$ cat config.mk
export PLATFORM = sky130hd
export DESIGN_NAME = link_packet_checksum_engine_flat
export DESIGN_NICKNAME = d
export VERILOG_FILES = /design/src/rtl/core/lpce_pkg.sv /design/src/rtl/core/lpce_req_if.sv /design/src/rtl/core/lpce_rsp_if.sv /design/src/rtl/core/link_packet_checksum_engine.sv /design/src/flat_wrapper.sv
export VERILOG_INCLUDE_DIRS = /design/src /design/src/rtl/core
export SDC_FILE = /design/constraint.sdc
export NUM_CORES = 1
export LEC_CHECK = 0
export BUFFER_PORTS_ARGS = -buffer_cell sky130_fd_sc_hd__buf_4
export CAP_MARGIN = 0
export CORE_MARGIN = 2
export CORE_UTILIZATION = 56
export DETAILED_ROUTE_END_ITERATION = 7
export PLACE_DENSITY = 0.81
export SLEW_MARGIN = 10
export SYNTH_ARGS = -nofsm -noshare
export SYNTH_HDL_FRONTEND = slang
export SYNTH_SLANG_ARGS = --single-unit
$ cat constraint.sdc
create_clock -name clock -period 5.6 [get_ports clock]
set_input_delay 1.12 -clock clock [delete_from_list [all_inputs] [get_ports clock]]
set_output_delay 1.12 -clock clock [all_outputs]
set_load 0.01 [all_outputs]
$ cat src/rtl/core/assert_macros.svh
// ----------------------------------------------------------------------------
// assert_macros.svh
// assertion helpers shared by the rtl core
// ----------------------------------------------------------------------------
`ifndef ASSERT_MACROS_SVH
`define ASSERT_MACROS_SVH

// check a property on every rising edge, held off while reset is high
`define ASSERT_CLK(label, clk, rst, prop, msg) \
   label: assert property (@(posedge clk) disable iff (rst) prop) else $error(msg);

// check a property on every rising edge, reset included
`define ASSERT_ALWAYS(label, clk, prop, msg) \
   label: assert property (@(posedge clk) prop) else $error(msg);

`endif

$ cat src/rtl/core/lpce_pkg.sv
// ----------------------------------------------------------------------------
// lpce_pkg
// types, constants and the crc step for the link packet checksum engine
// ----------------------------------------------------------------------------
`timescale 1ns / 1ps

package lpce_pkg;

   // field widths
   localparam int BYTE_WIDTH = 8;
   localparam int WORD_WIDTH = 16;
   localparam int CSR_ADDR_WIDTH = 4;
   localparam int CSR_DATA_WIDTH = 32;

   // payload length limit
   localparam logic [BYTE_WIDTH-1:0] MAX_PAYLOAD = 8'd255;

   // register reset values
   localparam logic [WORD_WIDTH-1:0] FRAME_CONSTANT_RESET = 16'h54FD;
   localparam logic [WORD_WIDTH-1:0] SOURCE_ADDRESS_RESET = 16'h6400;
   localparam logic [WORD_WIDTH-1:0] DESTINATION_ADDRESS_RESET = 16'h6401;

   // item kinds
   typedef enum logic {
      KIND_DATA = 1'b0,
      KIND_END  = 1'b1
   } kind_type;

   // register word indexes
   typedef enum logic [1:0] {
      CSR_FRAME_CONSTANT      = 2'd0,
      CSR_SOURCE_ADDRESS      = 2'd1,
      CSR_DESTINATION_ADDRESS = 2'd2
   } csr_index_type;

   // one payload byte folded into the crc register
   function automatic logic [WORD_WIDTH-1:0] crc_fold(
      input logic [WORD_WIDTH-1:0] c,
      input logic [BYTE_WIDTH-1:0] b
   );
      logic [WORD_WIDTH-1:0] t;
      logic [WORD_WIDTH-1:0] n;
      t = (c << 12) ^ (c << 8);
      n = {b, c[WORD_WIDTH-1:BYTE_WIDTH]};
      return n ^ t ^ (t >> 5) ^ (t >> 12);
   endfunction

   // both bytes of a word, modulo 256
   function automatic logic [BYTE_WIDTH-1:0] word_bytes(input logic [WORD_WIDTH-1:0] w);
      return w[BYTE_WIDTH-1:0] + w[WORD_WIDTH-1:BYTE_WIDTH];
   endfunction

endpackage

$ cat src/rtl/core/lpce_req_if.sv
// ----------------------------------------------------------------------------
// lpce_req_if
// request channel: payload bytes and end-of-packet header fields
// ----------------------------------------------------------------------------
`timescale 1ns / 1ps

interface lpce_req_if;
   import lpce_pkg::*;

   logic                  valid;
   logic                  ready;
   logic                  kind;
   logic [BYTE_WIDTH-1:0] data_byte;
   logic [WORD_WIDTH-1:0] src_service;
   logic [WORD_WIDTH-1:0] dst_service;
   logic [BYTE_WIDTH-1:0] ack_flag;
   logic [BYTE_WIDTH-1:0] sequence_number;

   modport source (
      output valid, kind, data_byte, src_service, dst_service, ack_flag, sequence_number,
      input  ready
   );

   modport sink (
      input  valid, kind, data_byte, src_service, dst_service, ack_flag, sequence_number,
      output ready
   );
endinterface

$ cat src/rtl/core/lpce_rsp_if.sv
// ----------------------------------------------------------------------------
// lpce_rsp_if
// response channel: the check fields of one finished packet
// ----------------------------------------------------------------------------
`timescale 1ns / 1ps

interface lpce_rsp_if;
   import lpce_pkg::*;

   logic                  valid;
   logic                  ready;
   logic [WORD_WIDTH-1:0] payload_crc;
   logic [BYTE_WIDTH-1:0] header_check;
   logic [BYTE_WIDTH-1:0] payload_len;
   logic                  overflow;

   modport source (
      output valid, payload_crc, header_check, payload_len, overflow,
      input  ready
   );

   modport sink (
      input  valid, payload_crc, header_check, payload_len, overflow,
      output ready
   );
endinterface

$ cat src/rtl/core/link_packet_checksum_engine.sv
// ----------------------------------------------------------------------------
// link_packet_checksum_engine
// crc and header checksum generator for outgoing link packets
// ----------------------------------------------------------------------------
// Usage:
//  req_ch takes one transfer per item: kind 0 carries a payload byte, kind 1
//  ends the packet and carries services, ack and sequence number. rsp_ch
//  gives one transfer per packet end with payload_crc, header_check,
//  payload_len and overflow. Payload bytes give no response.
//  An end item accepted on req_ch passes the input register, then the result
//  register, which drives its response on rsp_ch.
//  Throughput: one item per cycle but for end items in a receiver stall; the crc
//  xor network and fifteen-byte header sum fit between input and result register.
//  Bytes beyond 255 in a packet are dropped and flag overflow.
//  Receiver stall: the result register holds; payload bytes keep flowing,
//  and a second end item waits in the input register, with req_ch.ready
//  low, until the result register frees.
//  Reset (synchronous, high): channels empty, packet state cleared, header
//  registers back to 0x54FD, 0x6400, 0x6401. The csr_ port writes them
//  with an apb setup and access cycle at byte addresses 0, 4, 8.
// ----------------------------------------------------------------------------
`timescale 1ns / 1ps
`include "assert_macros.svh"

module link_packet_checksum_engine (
   input  logic                                 clock,
   input  logic                                 reset,
   lpce_req_if.sink                             req_ch,
   lpce_rsp_if.source                           rsp_ch,
   input  logic                                 csr_psel,
   input  logic                                 csr_penable,
   input  logic                                 csr_pwrite,
   input  logic [lpce_pkg::CSR_ADDR_WIDTH-1:0]  csr_paddr,
   input  logic [lpce_pkg::CSR_DATA_WIDTH-1:0]  csr_pwdata,
   output logic [lpce_pkg::CSR_DATA_WIDTH-1:0]  csr_prdata,
   output logic                                 csr_pready
);
   import lpce_pkg::*;

   // header registers
   logic [WORD_WIDTH-1:0] frame_constant_ff;
   logic [WORD_WIDTH-1:0] source_address_ff;
   logic [WORD_WIDTH-1:0] destination_address_ff;
   csr_index_type         csr_index;
   logic                  csr_write;

   // input register
   logic                  s1_valid_ff;
   logic                  s1_valid_in;
   kind_type              s1_kind_ff;
   logic [BYTE_WIDTH-1:0] s1_data_ff;
   logic [WORD_WIDTH-1:0] s1_src_ff;
   logic [WORD_WIDTH-1:0] s1_dst_ff;
   logic [BYTE_WIDTH-1:0] s1_ack_ff;
   logic [BYTE_WIDTH-1:0] s1_seq_ff;

   // packet state
   logic [WORD_WIDTH-1:0] crc_ff;
   logic [WORD_WIDTH-1:0] crc_in;
   logic [BYTE_WIDTH-1:0] count_ff;
   logic [BYTE_WIDTH-1:0] count_in;
   logic                  count_ovf_ff;
   logic                  count_ovf_in;

   // result register
   logic                  rsp_valid_ff;
   logic                  rsp_valid_in;
   logic [WORD_WIDTH-1:0] rsp_check_ff;
   logic [BYTE_WIDTH-1:0] rsp_header_ff;
   logic [BYTE_WIDTH-1:0] rsp_size_ff;
   logic                  rsp_ovf_ff;

   // flow control
   logic                  out_free;
   logic                  s1_go;
   logic                  s1_end;
   logic                  req_take;
   logic [BYTE_WIDTH-1:0] header_sum;

   // apb access
   assign csr_pready = 1'b1;
   assign csr_index  = csr_index_type'(csr_paddr[CSR_ADDR_WIDTH-1:2]);
   assign csr_write  = csr_psel && csr_penable && csr_pwrite && csr_pready;

   always_ff @(posedge clock) begin
      if (reset) begin
         frame_constant_ff      <= FRAME_CONSTANT_RESET;
         source_address_ff      <= SOURCE_ADDRESS_RESET;
         destination_address_ff <= DESTINATION_ADDRESS_RESET;
      end else if (csr_write) begin
         unique case (csr_index)
            CSR_FRAME_CONSTANT:      frame_constant_ff      <= csr_pwdata[WORD_WIDTH-1:0];
            CSR_SOURCE_ADDRESS:      source_address_ff      <= csr_pwdata[WORD_WIDTH-1:0];
            CSR_DESTINATION_ADDRESS: destination_address_ff <= csr_pwdata[WORD_WIDTH-1:0];
            default: ;
         endcase
      end
   end

   // register read back
   always_comb begin
      csr_prdata = '0;
      unique case (csr_index)
         CSR_FRAME_CONSTANT:      csr_prdata[WORD_WIDTH-1:0] = frame_constant_ff;
         CSR_SOURCE_ADDRESS:      csr_prdata[WORD_WIDTH-1:0] = source_address_ff;
         CSR_DESTINATION_ADDRESS: csr_prdata[WORD_WIDTH-1:0] = destination_address_ff;
         default:                 csr_prdata = '0;
      endcase
   end

   // handshakes: payload bytes never wait on the result register
   assign out_free     = !rsp_valid_ff || rsp_ch.ready;
   assign s1_go        = s1_valid_ff && ((s1_kind_ff == KIND_DATA) || out_free);
   assign s1_end       = s1_go && (s1_kind_ff == KIND_END);
   assign req_ch.ready = !s1_valid_ff || s1_go;
   assign req_take     = req_ch.valid && req_ch.ready;
   assign s1_valid_in  = req_take || (s1_valid_ff && !s1_go);

   // input register
   always_ff @(posedge clock) begin
      if (reset) begin
         s1_valid_ff <= 1'b0;
      end else begin
         s1_valid_ff <= s1_valid_in;
      end
   end

   always_ff @(posedge clock) begin
      if (req_take) begin
         s1_kind_ff <= kind_type'(req_ch.kind);
         s1_data_ff <= req_ch.data_byte;
         s1_src_ff  <= req_ch.src_service;
         s1_dst_ff  <= req_ch.dst_service;
         s1_ack_ff  <= req_ch.ack_flag;
         s1_seq_ff  <= req_ch.sequence_number;
      end
   end

   // fifteen header bytes, modulo 256
   assign header_sum = word_bytes(frame_constant_ff) + word_bytes(source_address_ff)
                     + word_bytes(s1_src_ff) + word_bytes(destination_address_ff)
                     + word_bytes(s1_dst_ff) + word_bytes(crc_ff)
                     + count_ff + s1_ack_ff + s1_seq_ff;

   // packet state update
   always_comb begin
      crc_in       = crc_ff;
      count_in     = count_ff;
      count_ovf_in = count_ovf_ff;
      if (s1_go) begin
         if (s1_kind_ff == KIND_END) begin
            crc_in       = '0;
            count_in     = '0;
            count_ovf_in = 1'b0;
         end else if (count_ff >= MAX_PAYLOAD) begin
            count_ovf_in = 1'b1;
         end else begin
            crc_in   = crc_fold(crc_ff, s1_data_ff);
            count_in = count_ff + 1'b1;
         end
      end
   end

   always_ff @(posedge clock) begin
      if (reset) begin
         crc_ff       <= '0;
         count_ff     <= '0;
         count_ovf_ff <= 1'b0;
      end else begin
         crc_ff       <= crc_in;
         count_ff     <= count_in;
         count_ovf_ff <= count_ovf_in;
      end
   end

   // result register
   assign rsp_valid_in = s1_end || (rsp_valid_ff && !rsp_ch.ready);

   always_ff @(posedge clock) begin
      if (reset) begin
         rsp_valid_ff <= 1'b0;
      end else begin
         rsp_valid_ff <= rsp_valid_in;
      end
   end

   always_ff @(posedge clock) begin
      if (s1_end) begin
         rsp_check_ff  <= crc_ff;
         rsp_header_ff <= header_sum;
         rsp_size_ff   <= count_ff;
         rsp_ovf_ff    <= count_ovf_ff;
      end
   end

   assign rsp_ch.valid        = rsp_valid_ff;
   assign rsp_ch.payload_crc  = rsp_check_ff;
   assign rsp_ch.header_check = rsp_header_ff;
   assign rsp_ch.payload_len  = rsp_size_ff;
   assign rsp_ch.overflow     = rsp_ovf_ff;

   // checks
   `ASSERT_CLK(a_clear_after_end, clock, reset,
      s1_end |=> (crc_ff == '0) && (count_ff == '0) && !count_ovf_ff,
      "packet state not cleared after end item")
   `ASSERT_CLK(a_count_limit, clock, reset, count_ff <= MAX_PAYLOAD,
      "byte count above payload limit")
   `ASSERT_CLK(a_ovf_saturated, clock, reset, count_ovf_ff |-> (count_ff == MAX_PAYLOAD),
      "overflow set with unsaturated count")
   `ASSERT_CLK(a_end_waits, clock, reset,
      (s1_valid_ff && (s1_kind_ff == KIND_END) && !out_free) |=> s1_valid_ff && $stable(s1_kind_ff),
      "end item lost while result register busy")

endmodule
$ cat src/flat_wrapper.sv
// flat-port wrapper written by rule: the top's interface ports become plain ports
module link_packet_checksum_engine_flat import lpce_pkg::*;
  (clock, reset, csr_psel, csr_penable, csr_pwrite, csr_paddr, csr_pwdata, csr_prdata, csr_pready, req_ch_valid, req_ch_kind, req_ch_data_byte, req_ch_src_service, req_ch_dst_service, req_ch_ack_flag, req_ch_sequence_number, req_ch_ready, rsp_ch_valid, rsp_ch_payload_crc, rsp_ch_header_check, rsp_ch_payload_len, rsp_ch_overflow, rsp_ch_ready);
  lpce_req_if req_ch_i ();
  lpce_rsp_if rsp_ch_i ();
  input  logic clock;
  input  logic reset;
  input  logic csr_psel;
  input  logic csr_penable;
  input  logic csr_pwrite;
  input  logic [lpce_pkg::CSR_ADDR_WIDTH-1:0] csr_paddr;
  input  logic [lpce_pkg::CSR_DATA_WIDTH-1:0] csr_pwdata;
  output logic [lpce_pkg::CSR_DATA_WIDTH-1:0] csr_prdata;
  output logic csr_pready;
  input wire logic [$bits(req_ch_i.valid)-1:0] req_ch_valid;
  input wire logic [$bits(req_ch_i.kind)-1:0] req_ch_kind;
  input wire logic [$bits(req_ch_i.data_byte)-1:0] req_ch_data_byte;
  input wire logic [$bits(req_ch_i.src_service)-1:0] req_ch_src_service;
  input wire logic [$bits(req_ch_i.dst_service)-1:0] req_ch_dst_service;
  input wire logic [$bits(req_ch_i.ack_flag)-1:0] req_ch_ack_flag;
  input wire logic [$bits(req_ch_i.sequence_number)-1:0] req_ch_sequence_number;
  output wire logic [$bits(req_ch_i.ready)-1:0] req_ch_ready;
  output wire logic [$bits(rsp_ch_i.valid)-1:0] rsp_ch_valid;
  output wire logic [$bits(rsp_ch_i.payload_crc)-1:0] rsp_ch_payload_crc;
  output wire logic [$bits(rsp_ch_i.header_check)-1:0] rsp_ch_header_check;
  output wire logic [$bits(rsp_ch_i.payload_len)-1:0] rsp_ch_payload_len;
  output wire logic [$bits(rsp_ch_i.overflow)-1:0] rsp_ch_overflow;
  input wire logic [$bits(rsp_ch_i.ready)-1:0] rsp_ch_ready;
  assign req_ch_i.valid = req_ch_valid;
  assign req_ch_i.kind = req_ch_kind;
  assign req_ch_i.data_byte = req_ch_data_byte;
  assign req_ch_i.src_service = req_ch_src_service;
  assign req_ch_i.dst_service = req_ch_dst_service;
  assign req_ch_i.ack_flag = req_ch_ack_flag;
  assign req_ch_i.sequence_number = req_ch_sequence_number;
  assign req_ch_ready = req_ch_i.ready;
  assign rsp_ch_valid = rsp_ch_i.valid;
  assign rsp_ch_payload_crc = rsp_ch_i.payload_crc;
  assign rsp_ch_header_check = rsp_ch_i.header_check;
  assign rsp_ch_payload_len = rsp_ch_i.payload_len;
  assign rsp_ch_overflow = rsp_ch_i.overflow;
  assign rsp_ch_i.ready = rsp_ch_ready;
  link_packet_checksum_engine u_core (.clock(clock), .reset(reset), .req_ch(req_ch_i), .rsp_ch(rsp_ch_i), .csr_psel(csr_psel), .csr_penable(csr_penable), .csr_pwrite(csr_pwrite), .csr_paddr(csr_paddr), .csr_pwdata(csr_pwdata), .csr_prdata(csr_prdata), .csr_pready(csr_pready));
endmodule
==> results of run 1 <==
==> worst max-delay path, cell delays in order (launching register included) <==
cell and delay, ps:
dfxtp_2 370, inv_1 110, fa_1 540, inv_1 50, fa_1 510, fa_1 520
fa_1 520, fa_1 540, inv_1 50, fa_1 530, inv_1 70, ha_1 290
a21o_1 170, a21oi_1 230, o21bai_1 120, a21oi_2 220, xnor3_1 240
==> state kept, by name, indices dropped and copies added (netlist names), 16 cells and up <==
register and flops:
u_core.frame_constant_ff 16, u_core.crc_ff 16, u_core.s1_dst_ff 16, u_core.s1_src_ff 16
u_core.destination_address_ff 16, u_core.rsp_ch.payload_crc 16, u_core.source_address_ff 16
==> layout by cell type (no fill, tap or decap), drive strengths merged, types with 3 or more instances in the layout <==
master / n
nand3: 14
bufinv: 3
xnor2: 48
a21oi: 53
nor3: 16
fa: 81
nor2b: 5
buf: 142
nand2: 109
conb: 17
dfxtp: 75
edfxtp: 90
o211ai: 8
mux2i: 16
clkbuf: 17
xor2: 11
o21ai: 21
nor2: 31
ha: 13
clkinv: 6
inv: 123
==> cell type report <==
cell class / instances / share of cell area, %
timing repair buffer: 142 / 10.2
clock inverter: 15 / 1.85
multi-input combinational: 461 / 37.2
tap: 188 / 2.25
clock buffer: 17 / 4.07
inverter: 118 / 4.24
sequential: 165 / 40.2
==> worst min-delay path by stage <==
stage	depth (start not counted)	slack [ps]	end	startpoint
floorplan	0	400	u_core.rsp_ch.payload_crc[1]	u_core.crc_ff[1]
global placement	0	440	u_core.rsp_ch.overflow	u_core.count_ovf_ff
detailed placement	0	440	u_core.rsp_ch.overflow	u_core.count_ovf_ff
CTS	0	470	u_core.rsp_ch.overflow	u_core.count_ovf_ff
global route	0	480	u_core.rsp_ch.overflow	u_core.count_ovf_ff
finish	0	470	u_core.rsp_ch.overflow	u_core.count_ovf_ff
==> power by group through the flow <==
stage	Clock, mW	Combinational [mW]	Sequential (mW)
2_1_floorplan	0	1.02	1.48
3_3_place_gp	0	1.29	1.48
3_5_place_dp	0	1.36	1.48
4_1_cts	1.23	1.37	1.45
5_1_grt	1.29	1.59	1.46
6_report	1.22	1.37	1.45
==> cells by family (layout without fill, tap and decap cells) <==
group	after synthesis	count (layout)	share of synthesized area, %
muxes	16	16	1.84
buffers and inverters	164	292	8.19
AOI/OAI and AO/OA	88	88	6.04
DFF	165	165	48.2
other	2	17	0.0861
and+or+nand+nor	186	186	9.05
xor gates and xnor gates	60	60	6.18
adders and majority gates	94	94	20.4
==> through the flow <==
stage               utilization [%]  power [mW]
detailed placement             64.7        2.84
finish                         68.8        4.05
global route                   68.8        4.34
CTS                            68.7        4.05
floorplan                         -        2.50
global placement               64.7        2.77
==> per-layer routing <==
layer	part of all wire, %	global-route usage [%]	routed length [µm]	vias up
met5	0	0	0	-
met4	2.3	7.74	412	0
met3	6.0	5.45	1080	39
met2	51	39.1	9260	227
met1	41	30.6	7350	2800
li1	-	-	-	2700
==> repair_timing <==
| action | in CTS | in global routing |
|---|---|---|
| gates resized for setup | 0 | 2 |
| buffers inserted | 0 | 0 |
| endpoints found under the setup margin | 0 | 1 |
| hold buffers | 0 | 0 |
==> metrics.cfg, run 1 <==
[timing]
setup_tns_ps=0
fin_ws_ps=277
rsz0062_at_grt=no
period_needed_ps=5320
hold_ws_ps=473
skew_ps=14.7
max_freq_ghz=0.188
slew_headroom_pct=19.4
setup_viol=0
period_share_pct=95.0
drv_slew=0
hold_viol=0
worst_slew_pin_slew_ps=1200

[finish]
syn2layout_area_growth_pct=19.8
drive_gt1_share_pct=20.8
seq_area_mm2=0.00421
final_area_mm2=0.0105
stdcell_count=1106
fillers=1089
antenna_cells=0
multi_input_area_mm2=0.00389
final_nets=1099

[setup_path]
cp-startpoint=u_core.count_ff[3]
cp_data_arrival_time_ps=5510
r2r_cells=16
timing.rr.start=u_core.count_ff[3]
endpoint=u_core.rsp_ch.header_check[7]
timing.rr.end=u_core.rsp_ch.header_check[7]
cp-start-kind=flop
cp.required_ps=5780
reg2reg_setup_slack_ps=280
cp_max_fo=6
cp-end-kind=flop
crit_type=flop to flop

[power]
clockPowerShare_pct=30.2
cellLeakagePower_nw=4.42
p_int_mw=2.78
seqPwrFrac_pct=35.9
swShare_pct=31.2
p_per_area_mw_per_mm2=387
combPwrFrac_pct=33.8
vdd_drop_max_uv=329
p_sw_mw=1.26

[yosys]
synth_top_area_share_pct=31.0
synth_edf_count=90
synth_area_mm2=0.00873
syn-instance-count=775
yosysSeqAreaShare_pct=48.2
synth_ff_type=edfxtp_1
synth_top_cell_by_area=edfxtp_1
synthTopCellsByCount=117 x inv_1, 109 x nand2_1, 90 x edfxtp_1
syn_avg_cell_area_um2=11.3
post-synth-top-count-cell=inv_1
synth.area.top_cells=edfxtp_1 31%, fa_1 19%, dfxtp_1 17%
yosysUniqueCellTypes=41
synth_warnings=0
synth-async-reset-ratio_pct=0
ys_ff_latch=165

[cts]
cts_inserted_buffers=17
clk_path_buf_depth=2
cts_root_buf=clkbuf_16
cts.sink_count=165
htree_levels=4
cts_tree=yes
worst_skew_pair.late_latency_ps=440
clk_pin_slew_ps=70

[hold_path]
holdCritPathClass=flop to flop

[global_routing]
antenna_found_initial=0
track_usage_pct=23.4
grt_pass1_wl_um=29400
grt_remaining_overflow=0
grt_start_max_net_pins=53
grt_pass1_vias=5896

[drt]
via_per_inst=5.21
antenna_left=0
wl_per_cell_um=16.4
first_pass_iters=5
drt-total-wl_um=18100
drtIter0Drc=468
drcViolationCount=0
vias=5766

[die]
rows=45
core_area_mm2=0.0152
die_x_um=129
io_pins=168
die_area_mm2=0.0166
fp.dieH_um=129
start_util_pct=57.4

[place]
placedCellCount=1074
portBuffers=132
dp_slack_ps=109
place_area_mm2=0.00983
gp_congestion=0.814
dp_hpwl_um=13100

[outcome]
status=finished, final reports clean

[flow_run]
maxCapViolations=0

Power figures use the tool's default switching activity.
==> run 2: changes to the inputs <==
PLACE_DENSITY = 0.92   (was 0.81)
==> metrics.cfg, run 2 (synthesis gave the netlist of run 1 again) <==
[power]
p_sw_mw=1.26  ; -0.34%
clockPowerShare_pct=29.5  ; -0.7 points
p_per_area_mw_per_mm2=389  ; +0.49%
combPwrFrac_pct=34.8  ; +1.0 points
seqPwrFrac_pct=35.7  ; -0.2 points
swShare_pct=30.9  ; -0.24 points
p_int_mw=2.81  ; +0.80%
cellLeakagePower_nw=4.41  ; -0.19%
p_total_mw=4.06  ; +0.45%
vdd_drop_max_uv=381  ; +16%

[die]
start_util_pct=57.4  ; unchanged
io_pins=168  ; unchanged
core_area_mm2=0.0152  ; unchanged
die_area_mm2=0.0166  ; unchanged
rows=45  ; unchanged
fp.dieH_um=129  ; unchanged
die_x_um=129  ; unchanged

[setup_path]
timing.rr.start=u_core.count_ff[3]
crit_type=flop to flop
r2r_cells=16  ; unchanged
timing.rr.end=u_core.rsp_ch.header_check[7]
cp_max_fo=6  ; unchanged
reg2reg_setup_slack_ps=300  ; +20 ps
cp-start-kind=flop
cp-startpoint=u_core.count_ff[3]
cp-end-kind=flop
endpoint=u_core.rsp_ch.header_check[7]
cp.required_ps=5770  ; about the same
cp_data_arrival_time_ps=5470  ; -40 ps

[drt]
drt-total-wl_um=18400  ; +1.9%
wl_per_cell_um=16.7  ; +1.9%
antenna_left=0  ; unchanged
vias=5913  ; +2.5%
via_per_inst=5.35  ; +2.5%
first_pass_iters=6  ; +1
drcViolationCount=0  ; unchanged
drtIter0Drc=553  ; +18%

[finish]
drive_gt1_share_pct=20.6  ; -0.22 points
syn2layout_area_growth_pct=19.8  ; about the same
antenna_cells=0  ; unchanged
final_common_cell=buf_4
fillers=1026  ; -5.8%
final_nets=1099  ; unchanged
final_cell_mix=142 x buf_4, 117 x inv_1, 109 x nand2_1

[cts]
cts_root_buf=clkbuf_16
worst_skew_pair.late_latency_ps=430  ; about the same
clk_path_buf_depth=2  ; unchanged
cts_inserted_buffers=17  ; unchanged
cts_tree=yes
cts.sink_count=165  ; unchanged
hold_buffers=0  ; unchanged
htree_levels=4  ; unchanged
clk_pin_slew_ps=60  ; about the same

[timing]
period_share_pct=94.6  ; -0.40 points
setup_viol=0  ; unchanged
hold_viol=0  ; unchanged
setup_tns_ps=0  ; unchanged
drv_slew=0  ; unchanged
skew_ps=8.57  ; -6.18 ps
worst_slew_pin_slew_ps=1160  ; -41.5 ps
rsz0062_at_grt=no
max_freq_ghz=0.189  ; +0.43%
slew_headroom_pct=22.2  ; +2.8 points
period_needed_ps=5300  ; -22.7 ps

[place]
gp_congestion=0.826  ; +1.5%
portBuffers=132  ; unchanged
dp_hpwl_um=13100  ; -0.16%

[global_routing]
track_usage_pct=23.9  ; +0.51 points
grt_pass1_vias=5963  ; +1.1%
grt_remaining_overflow=0  ; unchanged
grt_start_max_net_pins=58  ; +9.4%
grt_pass1_wl_um=29700  ; +1.2%
antenna_found_initial=0  ; unchanged

[outcome]
status=finished, final reports clean

[hold_path]
holdCritPathClass=flop to flop

[flow_run]
maxCapViolations=0  ; unchanged

run 2: final cells by class:
| cell class | instances | area (µm²) | share of cell area (%) |
|---|---|---|---|
| repair buffers | 142 | 1070 | 10.2 |
| well taps | 188 | 235 | 2.25 |
| inverters | 118 | 443 | 4.24 |
| flip-flops and latches | 165 | 4210 | 40.2 |
| clock buffers | 21 | 460 | 4.41 |
| clock inverters | 11 | 150 | 1.44 |
| multi-input cells | 461 | 3890 | 37.2 |
run 2: worst min-delay path by stage:
| stage | from | to | slack, ps | cells past startpoint |
|---|---|---|---|---|
| floorplan | u_core.crc_ff[1] | u_core.rsp_ch.payload_crc[1] | 400 | 0 |
| global placement | u_core.count_ovf_ff | u_core.rsp_ch.overflow | 420 | 0 |
| detailed placement | u_core.count_ovf_ff | u_core.rsp_ch.overflow | 430 | 0 |
| CTS | u_core.count_ovf_ff | u_core.rsp_ch.overflow | 450 | 0 |
| global route | u_core.count_ovf_ff | u_core.rsp_ch.overflow | 450 | 0 |
| finish | u_core.count_ovf_ff | u_core.rsp_ch.overflow | 450 | 0 |
run 2: critical path, cell delays in order (launching register included):
cell and delay (ps):
dfxtp_2 380, inv_1 110, fa_1 540, inv_1 60, fa_1 500, fa_1 520, fa_1 520, fa_1 550
inv_1 50, fa_1 530, inv_1 70, ha_1 290, a21o_1 190, a21oi_2 180, o21bai_1 120, a21oi_2 210
xnor3_1 230
run 2: layer usage:
layer  wire length (µm)  track usage [%]  part of all wire [%]
met1               7060             29.8                    38
met2               9490             40.5                    51
met3               1320             5.74                   7.2
met4                571             9.85                   3.1
met5                  0                0                     0
run 2: timing repair:
| action | 4_1_cts | 5_1_grt |
|---|---|---|
| buffers inserted | 0 | 0 |
| gates resized for setup | 0 | 3 |
| setup endpoints to repair | 0 | 1 |
run 2: power groups by stage:
stage | logic (mW) | registers, mW | clock network [mW]
after floorplan | 1.02 | 1.48 | 0
after global placement | 1.30 | 1.47 | 0
after detailed placement | 1.36 | 1.48 | 0
after CTS | 1.38 | 1.45 | 1.21
after global routing | 1.65 | 1.46 | 1.26
final | 1.42 | 1.45 | 1.20
run 2: metrics by stage:
step	cell area, µm²	util, %	worst slack (ps)	hold slack, ps	instances
6_report	10500	68.7	300	450	1106
3_5_place_dp	9830	64.7	168	429	1074
4_1_cts	10400	68.7	82.4	447	1106
3_3_place_gp	9830	64.7	205	424	1074
2_1_floorplan	8780	-	514	403	790
5_1_grt	10500	68.7	45.6	454	1106
